### src/hw/rtl/l2_distance_top_k_ranker_top_defines.svh
// Assertion macros shared by the ranker RTL.
// Each macro takes a label and checks on the rising edge of clk, off during reset.
`ifndef L2_DISTANCE_TOP_K_RANKER_TOP_DEFINES_SVH
`define L2_DISTANCE_TOP_K_RANKER_TOP_DEFINES_SVH

// Same-cycle implication.
`define L2TK_ASSERT_IMPLY(lbl, ante, cons) \
	lbl: assert property (@(posedge clk) disable iff (!arst_n) (ante) |-> (cons)) \
		else $error("l2tk assertion failed");

// Next-cycle implication.
`define L2TK_ASSERT_NEXT(lbl, ante, cons) \
	lbl: assert property (@(posedge clk) disable iff (!arst_n) (ante) |=> (cons)) \
		else $error("l2tk assertion failed");

`endif

### src/hw/rtl/l2tk_pkg.sv
// ----------------------------------------------------------------------------
// l2tk_pkg
// Types and fixed constants of the squared-L2 top-K ranker.
// ----------------------------------------------------------------------------
package l2tk_pkg;

	localparam int VECTOR_DIM  = 128;
	localparam int STORE_DEPTH = 128;

	localparam int MODE_W  = 2;
	localparam int DIM_W   = 7;
	localparam int COMP_W  = 8;
	localparam int ID_W    = 20;
	localparam int SQ_W    = 16;
	localparam int DIST_W  = 23;
	localparam int RANK_W  = 4;
	localparam int RWIDE_W = 7;

	localparam int QUEUE_DEPTH = 4;
	localparam int QPTR_W      = 2;
	localparam int QCNT_W      = 3;

	localparam logic [MODE_W-1:0] MODE_LOAD   = 2'd0;
	localparam logic [MODE_W-1:0] MODE_CAND   = 2'd1;
	localparam logic [MODE_W-1:0] MODE_FINISH = 2'd2;

	localparam logic [DIST_W-1:0] SUM_MAX = {DIST_W{1'b1}};

	typedef logic [MODE_W-1:0] mode_t;

	// One operation for the back end: a candidate component or a finish.
	typedef struct packed {
		logic            finish;
		logic            last;
		logic [SQ_W-1:0] sq;
		logic [ID_W-1:0] id;
	} l2tk_op_t;

endpackage

### src/hw/rtl/l2tk_front.sv
// ----------------------------------------------------------------------------
// l2tk_front
// Accepts input words, keeps the query store and squares component differences.
// ----------------------------------------------------------------------------
module l2tk_front
	import l2tk_pkg::*;
(
	input  logic              clk,
	input  logic              arst_n,
	input  logic              in_valid,
	output logic              in_ready,
	input  mode_t             mode,
	input  logic [DIM_W-1:0]  dim_index,
	input  logic [COMP_W-1:0] component,
	input  logic [ID_W-1:0]   candidate_id,
	input  logic              last_dim,
	output logic              push_valid,
	input  logic              push_ready,
	output l2tk_op_t          push_op
);

	logic [COMP_W-1:0] store_q [STORE_DEPTH];

	logic              valid_s1;
	mode_t             mode_s1;
	logic [COMP_W-1:0] comp_s1;
	logic [COMP_W-1:0] qry_s1;
	logic [ID_W-1:0]   id_s1;
	logic              last_s1;
	logic              dim_ok_s1;

	logic              accept;
	logic              dim_ok;
	logic              need_push;
	logic              s1_free;
	logic [COMP_W-1:0] diff;
	logic [SQ_W-1:0]   sq;

	assign dim_ok    = 32'(dim_index) < VECTOR_DIM;
	assign need_push = valid_s1 && (mode_s1 == MODE_CAND || mode_s1 == MODE_FINISH);
	assign s1_free   = !valid_s1 || !need_push || push_ready;
	assign in_ready  = s1_free;
	assign accept    = in_valid && in_ready;

	// query store: write on load, registered read for candidates
	always_ff @(posedge clk) begin
		if (accept && mode == MODE_LOAD && dim_ok) begin
			store_q[dim_index] <= component;
		end
	end

	always_ff @(posedge clk) begin
		if (accept) begin
			qry_s1    <= store_q[dim_index];
			mode_s1   <= mode;
			comp_s1   <= component;
			id_s1     <= candidate_id;
			last_s1   <= last_dim;
			dim_ok_s1 <= dim_ok;
		end
	end

	always_ff @(posedge clk or negedge arst_n) begin
		if (!arst_n) begin
			valid_s1 <= 1'b0;
		end else if (accept) begin
			valid_s1 <= 1'b1;
		end else if (s1_free) begin
			valid_s1 <= 1'b0;
		end
	end

	assign diff = (comp_s1 > qry_s1) ? (comp_s1 - qry_s1) : (qry_s1 - comp_s1);
	assign sq   = SQ_W'(diff) * SQ_W'(diff);

	assign push_valid     = need_push;
	assign push_op.finish = (mode_s1 == MODE_FINISH);
	assign push_op.last   = last_s1;
	assign push_op.sq     = dim_ok_s1 ? sq : '0;
	assign push_op.id     = id_s1;

endmodule

### src/hw/rtl/l2tk_queue.sv
// ----------------------------------------------------------------------------
// l2tk_queue
// Short FIFO of operations between the front and the back end.
// ----------------------------------------------------------------------------
`include "l2_distance_top_k_ranker_top_defines.svh"

module l2tk_queue
	import l2tk_pkg::*;
(
	input  logic     clk,
	input  logic     arst_n,
	input  logic     push_valid,
	output logic     push_ready,
	input  l2tk_op_t push_op,
	output logic     pop_valid,
	input  logic     pop_ready,
	output l2tk_op_t pop_op
);

	l2tk_op_t            entry_q [QUEUE_DEPTH];
	logic [QPTR_W-1:0]   head_q;
	logic [QPTR_W-1:0]   tail_q;
	logic [QCNT_W-1:0]   cnt_q;
	logic                do_push;
	logic                do_pop;

	assign push_ready = (cnt_q != QCNT_W'(QUEUE_DEPTH));
	assign pop_valid  = (cnt_q != '0);
	assign do_push    = push_valid && push_ready;
	assign do_pop     = pop_valid && pop_ready;
	assign pop_op     = entry_q[head_q];

	always_ff @(posedge clk) begin
		if (do_push) begin
			entry_q[tail_q] <= push_op;
		end
	end

	always_ff @(posedge clk or negedge arst_n) begin
		if (!arst_n) begin
			head_q <= '0;
			tail_q <= '0;
			cnt_q  <= '0;
		end else begin
			if (do_push) begin
				tail_q <= tail_q + 1'b1;
			end
			if (do_pop) begin
				head_q <= head_q + 1'b1;
			end
			if (do_push && !do_pop) begin
				cnt_q <= cnt_q + 1'b1;
			end else if (do_pop && !do_push) begin
				cnt_q <= cnt_q - 1'b1;
			end
		end
	end

	`L2TK_ASSERT_IMPLY(a_cnt_bound, 1'b1, cnt_q <= QCNT_W'(QUEUE_DEPTH))
	`L2TK_ASSERT_NEXT(a_cnt_grow, do_push && !do_pop, cnt_q == QCNT_W'($past(cnt_q) + 1'b1))

endmodule

### src/hw/rtl/l2tk_back.sv
// ----------------------------------------------------------------------------
// l2tk_back
// Accumulates distances, keeps the sorted top-K list and emits it on finish.
// ----------------------------------------------------------------------------
`include "l2_distance_top_k_ranker_top_defines.svh"

module l2tk_back
	import l2tk_pkg::*;
#(
	parameter int TOP_K = 10
) (
	input  logic              clk,
	input  logic              arst_n,
	input  logic              pop_valid,
	output logic              pop_ready,
	input  l2tk_op_t          pop_op,
	output logic              out_valid,
	input  logic              out_ready,
	output logic [RANK_W-1:0] rank,
	output logic [ID_W-1:0]   neighbor_id,
	output logic [DIST_W-1:0] distance,
	output logic              found,
	output logic              last_rank
);

	localparam int RCNT_W = (TOP_K > 1) ? $clog2(TOP_K) : 1;

	localparam logic ST_RUN  = 1'b0;
	localparam logic ST_EMIT = 1'b1;

	logic                state_q;
	logic [RCNT_W-1:0]   rcnt_q;
	logic [DIST_W-1:0]   psum_q;

	logic [DIST_W-1:0]   best_dist_q [TOP_K];
	logic [ID_W-1:0]     best_id_q   [TOP_K];
	logic [TOP_K-1:0]    best_val_q;

	logic [DIST_W-1:0]   best_dist_d [TOP_K];
	logic [ID_W-1:0]     best_id_d   [TOP_K];
	logic [TOP_K-1:0]    best_val_d;

	logic                out_valid_q;
	logic [RANK_W-1:0]   out_rank_q;
	logic [ID_W-1:0]     out_id_q;
	logic [DIST_W-1:0]   out_dist_q;
	logic                out_found_q;
	logic                out_last_q;

	logic                do_pop;
	logic                load_out;
	logic                rank_last;
	logic [DIST_W:0]     sum_wide;
	logic [DIST_W-1:0]   sum_new;
	logic [TOP_K-1:0]    beats;
	logic [RWIDE_W-1:0]  rank_wide;

	assign pop_ready = (state_q == ST_RUN);
	assign do_pop    = pop_valid && pop_ready;
	assign load_out  = (state_q == ST_EMIT) && (!out_valid_q || out_ready);
	assign rank_last = (rcnt_q == RCNT_W'(TOP_K - 1));
	assign rank_wide = RWIDE_W'(rcnt_q);

	// saturate the running sum at the top of its range
	assign sum_wide = {1'b0, psum_q} + (DIST_W + 1)'(pop_op.sq);
	assign sum_new  = sum_wide[DIST_W] ? SUM_MAX : sum_wide[DIST_W-1:0];

	always_comb begin
		for (int p = 0; p < TOP_K; p++) begin
			beats[p] = !best_val_q[p] || (sum_new < best_dist_q[p]);
		end
		best_dist_d = best_dist_q;
		best_id_d   = best_id_q;
		best_val_d  = best_val_q;
		if (do_pop && !pop_op.finish && pop_op.last) begin
			// parallel compare and shift: entries behind the new one move down
			if (beats[0]) begin
				best_dist_d[0] = sum_new;
				best_id_d[0]   = pop_op.id;
				best_val_d[0]  = 1'b1;
			end
			for (int p = 1; p < TOP_K; p++) begin
				if (beats[p]) begin
					if (beats[p-1]) begin
						best_dist_d[p] = best_dist_q[p-1];
						best_id_d[p]   = best_id_q[p-1];
						best_val_d[p]  = best_val_q[p-1];
					end else begin
						best_dist_d[p] = sum_new;
						best_id_d[p]   = pop_op.id;
						best_val_d[p]  = 1'b1;
					end
				end
			end
		end else if (load_out) begin
			// drain toward rank zero, refill the tail with empty slots
			for (int p = 0; p < TOP_K - 1; p++) begin
				best_dist_d[p] = best_dist_q[p+1];
				best_id_d[p]   = best_id_q[p+1];
				best_val_d[p]  = best_val_q[p+1];
			end
			best_dist_d[TOP_K-1] = SUM_MAX;
			best_id_d[TOP_K-1]   = '0;
			best_val_d[TOP_K-1]  = 1'b0;
		end
	end

	always_ff @(posedge clk) begin
		best_dist_q <= best_dist_d;
		best_id_q   <= best_id_d;
		if (load_out) begin
			out_rank_q  <= rank_wide[RANK_W-1:0];
			out_id_q    <= best_val_q[0] ? best_id_q[0] : '0;
			out_dist_q  <= best_val_q[0] ? best_dist_q[0] : '0;
			out_found_q <= best_val_q[0];
			out_last_q  <= rank_last;
		end
	end

	always_ff @(posedge clk or negedge arst_n) begin
		if (!arst_n) begin
			state_q     <= ST_RUN;
			rcnt_q      <= '0;
			psum_q      <= '0;
			best_val_q  <= '0;
			out_valid_q <= 1'b0;
		end else begin
			best_val_q <= best_val_d;
			if (load_out) begin
				out_valid_q <= 1'b1;
			end else if (out_ready) begin
				out_valid_q <= 1'b0;
			end
			unique case (state_q)
				ST_RUN: begin
					if (do_pop) begin
						if (pop_op.finish) begin
							state_q <= ST_EMIT;
							rcnt_q  <= '0;
							psum_q  <= '0;
						end else if (pop_op.last) begin
							psum_q <= '0;
						end else begin
							psum_q <= sum_new;
						end
					end
				end
				ST_EMIT: begin
					if (load_out) begin
						rcnt_q <= rcnt_q + 1'b1;
						if (rank_last) begin
							state_q <= ST_RUN;
						end
					end
				end
				default: begin
					state_q <= ST_RUN;
				end
			endcase
		end
	end

	assign out_valid   = out_valid_q;
	assign rank        = out_rank_q;
	assign neighbor_id = out_id_q;
	assign distance    = out_dist_q;
	assign found       = out_found_q;
	assign last_rank   = out_last_q;

	`L2TK_ASSERT_IMPLY(a_valid_prefix, 1'b1, ((best_val_q >> 1) & ~best_val_q) == '0)
	`L2TK_ASSERT_NEXT(a_emit_clears, load_out && rank_last, best_val_q == '0)

endmodule

### src/hw/rtl/l2_distance_top_k_ranker_top.sv
// ----------------------------------------------------------------------------
// l2_distance_top_k_ranker_top
// Exact squared-L2 brute-force k-NN ranker keeping a sorted top-K list.
// ----------------------------------------------------------------------------
// Throughput: one input word per cycle for load and candidate components while the queue has room.
// A candidate's distance enters the list after its last component passes the front stage and the queue.
// A finish word emits TOP_K result words, one per cycle while out_ready is high, once the finish has
// passed the front stage and the queue; the back end takes no queue entries while the list drains.
// Reset: list empty, running sum zero, queue empty; query store undefined.
// ----------------------------------------------------------------------------
module l2_distance_top_k_ranker_top
	import l2tk_pkg::*;
#(
	parameter int TOP_K = 10
) (
	input  logic              clk,
	input  logic              arst_n,
	// input words
	input  logic              in_valid,
	output logic              in_ready,
	input  logic [MODE_W-1:0] mode,
	input  logic [DIM_W-1:0]  dim_index,
	input  logic [COMP_W-1:0] component,
	input  logic [ID_W-1:0]   candidate_id,
	input  logic              last_dim,
	// result words
	output logic              out_valid,
	input  logic              out_ready,
	output logic [RANK_W-1:0] rank,
	output logic [ID_W-1:0]   neighbor_id,
	output logic [DIST_W-1:0] distance,
	output logic              found,
	output logic              last_rank
);

	// front to queue
	logic     push_valid;
	logic     push_ready;
	l2tk_op_t push_op;

	// queue to back end
	logic     pop_valid;
	logic     pop_ready;
	l2tk_op_t pop_op;

	// Front: take the word, update or read the query store, square the difference.
	// Load and ignored-mode words end here; candidate and finish words move on.
	l2tk_front u_front (
		.clk          (clk),
		.arst_n       (arst_n),
		.in_valid     (in_valid),
		.in_ready     (in_ready),
		.mode         (mode),
		.dim_index    (dim_index),
		.component    (component),
		.candidate_id (candidate_id),
		.last_dim     (last_dim),
		.push_valid   (push_valid),
		.push_ready   (push_ready),
		.push_op      (push_op)
	);

	// Queue: absorb words while the back end drains a finished list.
	l2tk_queue u_queue (
		.clk        (clk),
		.arst_n     (arst_n),
		.push_valid (push_valid),
		.push_ready (push_ready),
		.push_op    (push_op),
		.pop_valid  (pop_valid),
		.pop_ready  (pop_ready),
		.pop_op     (pop_op)
	);

	// Back end: accumulate, insert on the last component, emit on finish.
	l2tk_back #(
		.TOP_K (TOP_K)
	) u_back (
		.clk         (clk),
		.arst_n      (arst_n),
		.pop_valid   (pop_valid),
		.pop_ready   (pop_ready),
		.pop_op      (pop_op),
		.out_valid   (out_valid),
		.out_ready   (out_ready),
		.rank        (rank),
		.neighbor_id (neighbor_id),
		.distance    (distance),
		.found       (found),
		.last_rank   (last_rank)
	);

endmodule

### config.mk
export PLATFORM = sky130hd
export DESIGN_NAME = l2_distance_top_k_ranker_top
export DESIGN_NICKNAME = d
export VERILOG_FILES = /design/src/hw/rtl/l2tk_pkg.sv /design/src/hw/rtl/l2tk_front.sv /design/src/hw/rtl/l2tk_queue.sv /design/src/hw/rtl/l2tk_back.sv /design/src/hw/rtl/l2_distance_top_k_ranker_top.sv
export VERILOG_INCLUDE_DIRS = /design/src /design/src/hw/rtl
export SDC_FILE = /design/constraint.sdc
export NUM_CORES = 2
export LEC_CHECK = 0
export ABC_CLOCK_PERIOD_IN_PS = 14500
export BUFFER_PORTS_ARGS = -buffer_cell sky130_fd_sc_hd__buf_2
export CAP_MARGIN = 0
export CORE_MARGIN = 4
export CORE_UTILIZATION = 55
export CTS_CLUSTER_SIZE = 40
export DETAILED_ROUTE_END_ITERATION = 10
export PLACE_DENSITY_LB_ADDON = 0.05
export SLEW_MARGIN = 20
export SYNTH_ARGS = -nofsm -noshare
export SYNTH_HDL_FRONTEND = slang
export SYNTH_SLANG_ARGS = --single-unit
### constraint.sdc
create_clock -name clk -period 14.5 [get_ports clk]
set_input_delay 0.725 -clock clk [delete_from_list [all_inputs] [get_ports clk]]
set_output_delay 0.725 -clock clk [all_outputs]
set_load 0.05 [all_outputs]
==> results by stage <==
Cells and area:
- The sequential cell area is a little over 50000 sq um.
- Summing all multi-input logic gate instances after layout gives 22800 sq um.
- After the flow finishes, the layout carries non-filler instances totaling roughly 7.5k.
- The final design utilization is 0.610.
- For this run, the post-layout net count is about 6k.
- The final-layout fill cell count is ~11k.
- The fraction of final layout cells with drive strength greater than 1 is 0.0983.
- Relative to the synthesized area, the layout overhead comes to 10.3%.

Placed design:
- Once placement completed, the tool counted placed cells totaling slightly above 7k.
- At the end of routability-driven placement, the weighted congestion stood at 0.890.
- Once detailed placement completed, the half-perimeter wirelength came to ~130 mm.
- The number of buffers added on ports is just over 90.

Floorplan:
- Measured along the x axis, the die boundary spans roughly 380 um.
- The floorplan has around 140 rows.
- The total die area is 146000 sq um.
- The floorplan step defined a core boundary enclosing approximately 140000 sq um.
- The count of pins on the block boundary is between 90 and 100.
- The vertical die dimension is approximately 380 um.
- The initial utilization of the core area, before any placement, comes to 0.553.

CTS:
- The clock tree buffer depth is 3.
- The root buffer selected by CTS is sky130_fd_sc_hd__clkbuf_16.
- Clock-pin slew was measured on the worst setup and hold paths at roughly 0.060 ns.
- The clock latency reported for the late side of the worst-skew pair is 0.80 ns.
- The number of sinks on the clock net is about 1.7k.
- The TritonCTS clock tree is done.
- Clock tree synthesis inserted a total of 181 buffers.
- The H-tree was split into 4 levels.
- The number of buffers inserted for hold repair after clock tree synthesis is 0.
- Buffers added to address setup during post-CTS repair amount to 0.
- Gates resized during post-CTS repair numbered 0.

GRT:
- The overall routing resource usage is 0.293.
- The first global-routing pass estimated approximately 320 mm of wire.
- The via count of the first global-routing pass is roughly 48k.
- The remaining global-route overflow is 0.
- The maximum number of pins on one net before global-route repair is ~260.
- The initial antenna violation count is 4.

Critical path:
- Data arrives at the worst endpoint at a little under 9 ns.
- The category of the worst setup path capture point is a flip-flop.
- The peak fanout along the critical path is 38.
- The data required time of the worst path is between 10 and 15 ns.
- The kind of critical path is flip-flop to flip-flop.
- The worst register-to-register path has a depth of 18.
- The startpoint type of the worst setup path is a flip-flop.

Pwr:
- The power density over the cells is approximately 230 nW/um^2.
- The analysis attributes to cell leakage a power of 30.0 nW.
- Across the VDD grid, the largest voltage drop is 0.392 mV.

Synth:
- The post-synthesis sequential area ratio is 0.674.
- Synthesis produced a netlist whose cell count is 5439.
- The total nets after synthesis is 5798.
- Dividing the synthesized area by the synthesized cell count gives 14.2 sq um.
- The total of flip-flops plus latches after synthesis is roughly 1.7k.
- The synthesized design contains roughly 1.7k enable-type register cells.
- The number of distinct library cells after synthesis is a little over 90.
- The post-synthesis instance area is 77100 sq um.
- The number of synthesis warnings is 0.
- The prevailing post-synth register cell is sky130_fd_sc_hd__edfxtp_1.
- The async set-or-reset flop fraction in the synthesized netlist is 0.0271.

Route:
- The total wirelength of the detailed-routed design is 218 mm.
- The via count is ~49k.
- After detailed routing, the number of remaining DRC violations is 0.
- The per-cell via count in the routed design is between 6 and 7.
- The pre-antenna-repair detailed-routing pass consisted of 6 iterations.
- The remaining antenna violation count after routing is 0.
- Dividing the detail-routed wire length by the instance count gives about 29 um.
- For this block, the initial DRC count from the detailed router was a little over 5k.

STA:
- The total count of max-transition violations in the final report came to 0.
- The highest clock frequency the design can meet is about 120 MHz.
- The part of the cycle the worst path needs is 0.573.
- Across the routed clock network, the largest skew measured is approximately 0.055 ns.
- Setup violations remaining at the end of the flow were counted as 0.
- The number of hold-slack violations in the final timing report is 0.
- At the pin with the least slew margin, the transition time is 1.25 ns.
- After routing, the total negative slack on setup checks comes to 0 ns.
- The shortest period the worst path allows is 8.31 ns.
- The relative slew slack is 0.142.
- Setup repair after global routing left no endpoint under its margin.

Status:
- The run finished with clean final reports.

Min path:
- The tightest min-delay check is of the input port to flip-flop type.
- The count of cells along the worst hold path is 1.

Flow run:
- Max-cap violations in this run came to 0.
## cell type report
cell class | count | share of cell area
timing repair buffer | 177 | 0.0142
sequential | 1737 | 0.611
inverter | 312 | 0.0138
clock inverter | 90 | 0.00852
tap | 1876 | 0.0276
multi-input combinational | 3065 | 0.268
antenna | 1 | 0.0000294
clock buffer | 236 | 0.0572
## kinds of logic after synthesis
group	synth area share
AO/OA/AOI/OAI	0.141
XOR/XNOR	0.00464
adder cells (fa/ha/maj)	0.0542
buffers and inverters	0.0335
flip-flops	0.674
multiplexers	0.0250
AND/OR/NAND/NOR	0.0682
## synth_stat cells (78+ instances only)
| master | count | area [sq um] |
|---|---|---|
| sky130_fd_sc_hd__buf_2 | 99 | 495 |
| sky130_fd_sc_hd__clkbuf_1 | 177 | 664 |
| sky130_fd_sc_hd__o21ai_0 | 207 | 1040 |
| sky130_fd_sc_hd__a21oi_1 | 100 | 500 |
| sky130_fd_sc_hd__mux2i_1 | 98 | 981 |
| sky130_fd_sc_hd__nor2_1 | 335 | 1260 |
| sky130_fd_sc_hd__inv_1 | 310 | 1160 |
| sky130_fd_sc_hd__nand3_1 | 122 | 611 |
| sky130_fd_sc_hd__edfxtp_1 | 1690 | 50700 |
| sky130_fd_sc_hd__a221o_1 | 176 | 1760 |
| sky130_fd_sc_hd__ha_1 | 289 | 3620 |
| sky130_fd_sc_hd__a21o_1 | 78 | 586 |
| sky130_fd_sc_hd__a221oi_1 | 78 | 683 |
| sky130_fd_sc_hd__nand4_1 | 82 | 513 |
| sky130_fd_sc_hd__a22oi_1 | 364 | 2730 |
| sky130_fd_sc_hd__nor3_1 | 92 | 460 |
| sky130_fd_sc_hd__nand2_1 | 318 | 1190 |
| sky130_fd_sc_hd__a22o_1 | 97 | 850 |
## cells in the final DEF (no fill, tap or decap), types with 77 or more instances in the layout
cell type and count:
sky130_fd_sc_hd__nor3_1 90, sky130_fd_sc_hd__buf_2 84, sky130_fd_sc_hd__buf_4 86, sky130_fd_sc_hd__nand4_1 82, sky130_fd_sc_hd__ha_1 289, sky130_fd_sc_hd__a21o_1 77
sky130_fd_sc_hd__nand2_1 313, sky130_fd_sc_hd__a22oi_1 364, sky130_fd_sc_hd__inv_1 309, sky130_fd_sc_hd__mux2i_1 98, sky130_fd_sc_hd__a221o_1 176, sky130_fd_sc_hd__edfxtp_1 1690
sky130_fd_sc_hd__o21ai_0 200, sky130_fd_sc_hd__a21oi_1 100, sky130_fd_sc_hd__nand3_1 122, sky130_fd_sc_hd__clkbuf_16 184, sky130_fd_sc_hd__a22o_1 97, sky130_fd_sc_hd__nor2_1 330
sky130_fd_sc_hd__a221oi_1 78
## per-stage QoR
stage	power, mW	cell area [sq um]	hold WS [ns]	setup slack, ns
after global placement	14.8	79400	0.457	6.16
after CTS	19.4	85000	0.0588	6.05
after floorplan	12.6	77100	0.429	5.49
after detailed placement	14.9	79400	0.467	6.10
final	19.3	85000	0.113	6.19
after global routing	20.5	85000	0.0677	5.51
## layer usage
| layer | global-route usage | vias to the layer above | wire (um) |
|---|---|---|---|
| met1 | 0.407 | 25000 | 90800 |
| met3 | 0.0449 | 381 | 15200 |
| met4 | 0.103 | 2 | 7960 |
| li1 | - | 21600 | - |
| met5 | 0 | - | 13 |
| met2 | 0.476 | 2040 | 104000 |
## flip-flops by register name, indices dropped and copies added (netlist names), 2 cells and up
signal	count
u_queue.head_q	2
u_front.id_s1	20
u_queue.entry_q	148
u_back.distance	23
u_back.rank	4
u_back.neighbor_id	20
u_queue.cnt_q	3
u_front.qry_s1	8
u_back.best_id_q	200
u_back.psum_q	23
u_back.rcnt_q	4
u_front.store_q	1024
u_front.mode_s1	2
u_queue.tail_q	2
u_front.comp_s1	8
u_back.best_val_q	10
u_back.best_dist_q	230
## critical path, stage by stage, from the launching register on
cell                        delay, ns
sky130_fd_sc_hd__dfrtp_2         0.37
sky130_fd_sc_hd__buf_4           0.60
sky130_fd_sc_hd__mux4_2          0.59
sky130_fd_sc_hd__ha_1            0.37
sky130_fd_sc_hd__a211oi_2        0.39
sky130_fd_sc_hd__nor4_1          0.12
sky130_fd_sc_hd__a22oi_2         0.24
sky130_fd_sc_hd__a21bo_2         0.32
sky130_fd_sc_hd__nand2_1         0.38
sky130_fd_sc_hd__nand4b_1        0.74
sky130_fd_sc_hd__ha_1            0.50
sky130_fd_sc_hd__a2111oi_0       0.26
sky130_fd_sc_hd__o21ai_0         0.14
sky130_fd_sc_hd__o21ai_0         0.11
sky130_fd_sc_hd__o21ai_0         0.17
sky130_fd_sc_hd__a22oi_1         0.64
sky130_fd_sc_hd__nand2_2         0.56
sky130_fd_sc_hd__o21ai_4         0.85
sky130_fd_sc_hd__buf_4           0.51
## power by group
group          internal, mW  switching (mW)
logic                  2.61            4.70
registers              7.12           0.488
clock network          2.47            1.95
total                  12.2            7.14
## path summary, 6_finish.rpt
| path | to | from | slack, ns |
|---|---|---|---|
| max | u_back.best_dist_q[94] | u_queue.head_q[0] | 6.19 |
| min | u_front.id_s1[18] | candidate_id[18] | 0.11 |
| max reg2reg | u_back.best_dist_q[94] | u_queue.head_q[0] | 6.19 |
| min reg2reg | u_queue.head_q[0] | u_queue.head_q[0] | 0.47 |
| max in group asynchronous | u_queue.head_q[1] | arst_n | 13.71 |
| min in group asynchronous | u_back.best_val_q[4] | arst_n | 0.13 |
Power figures use the tool's default switching activity.
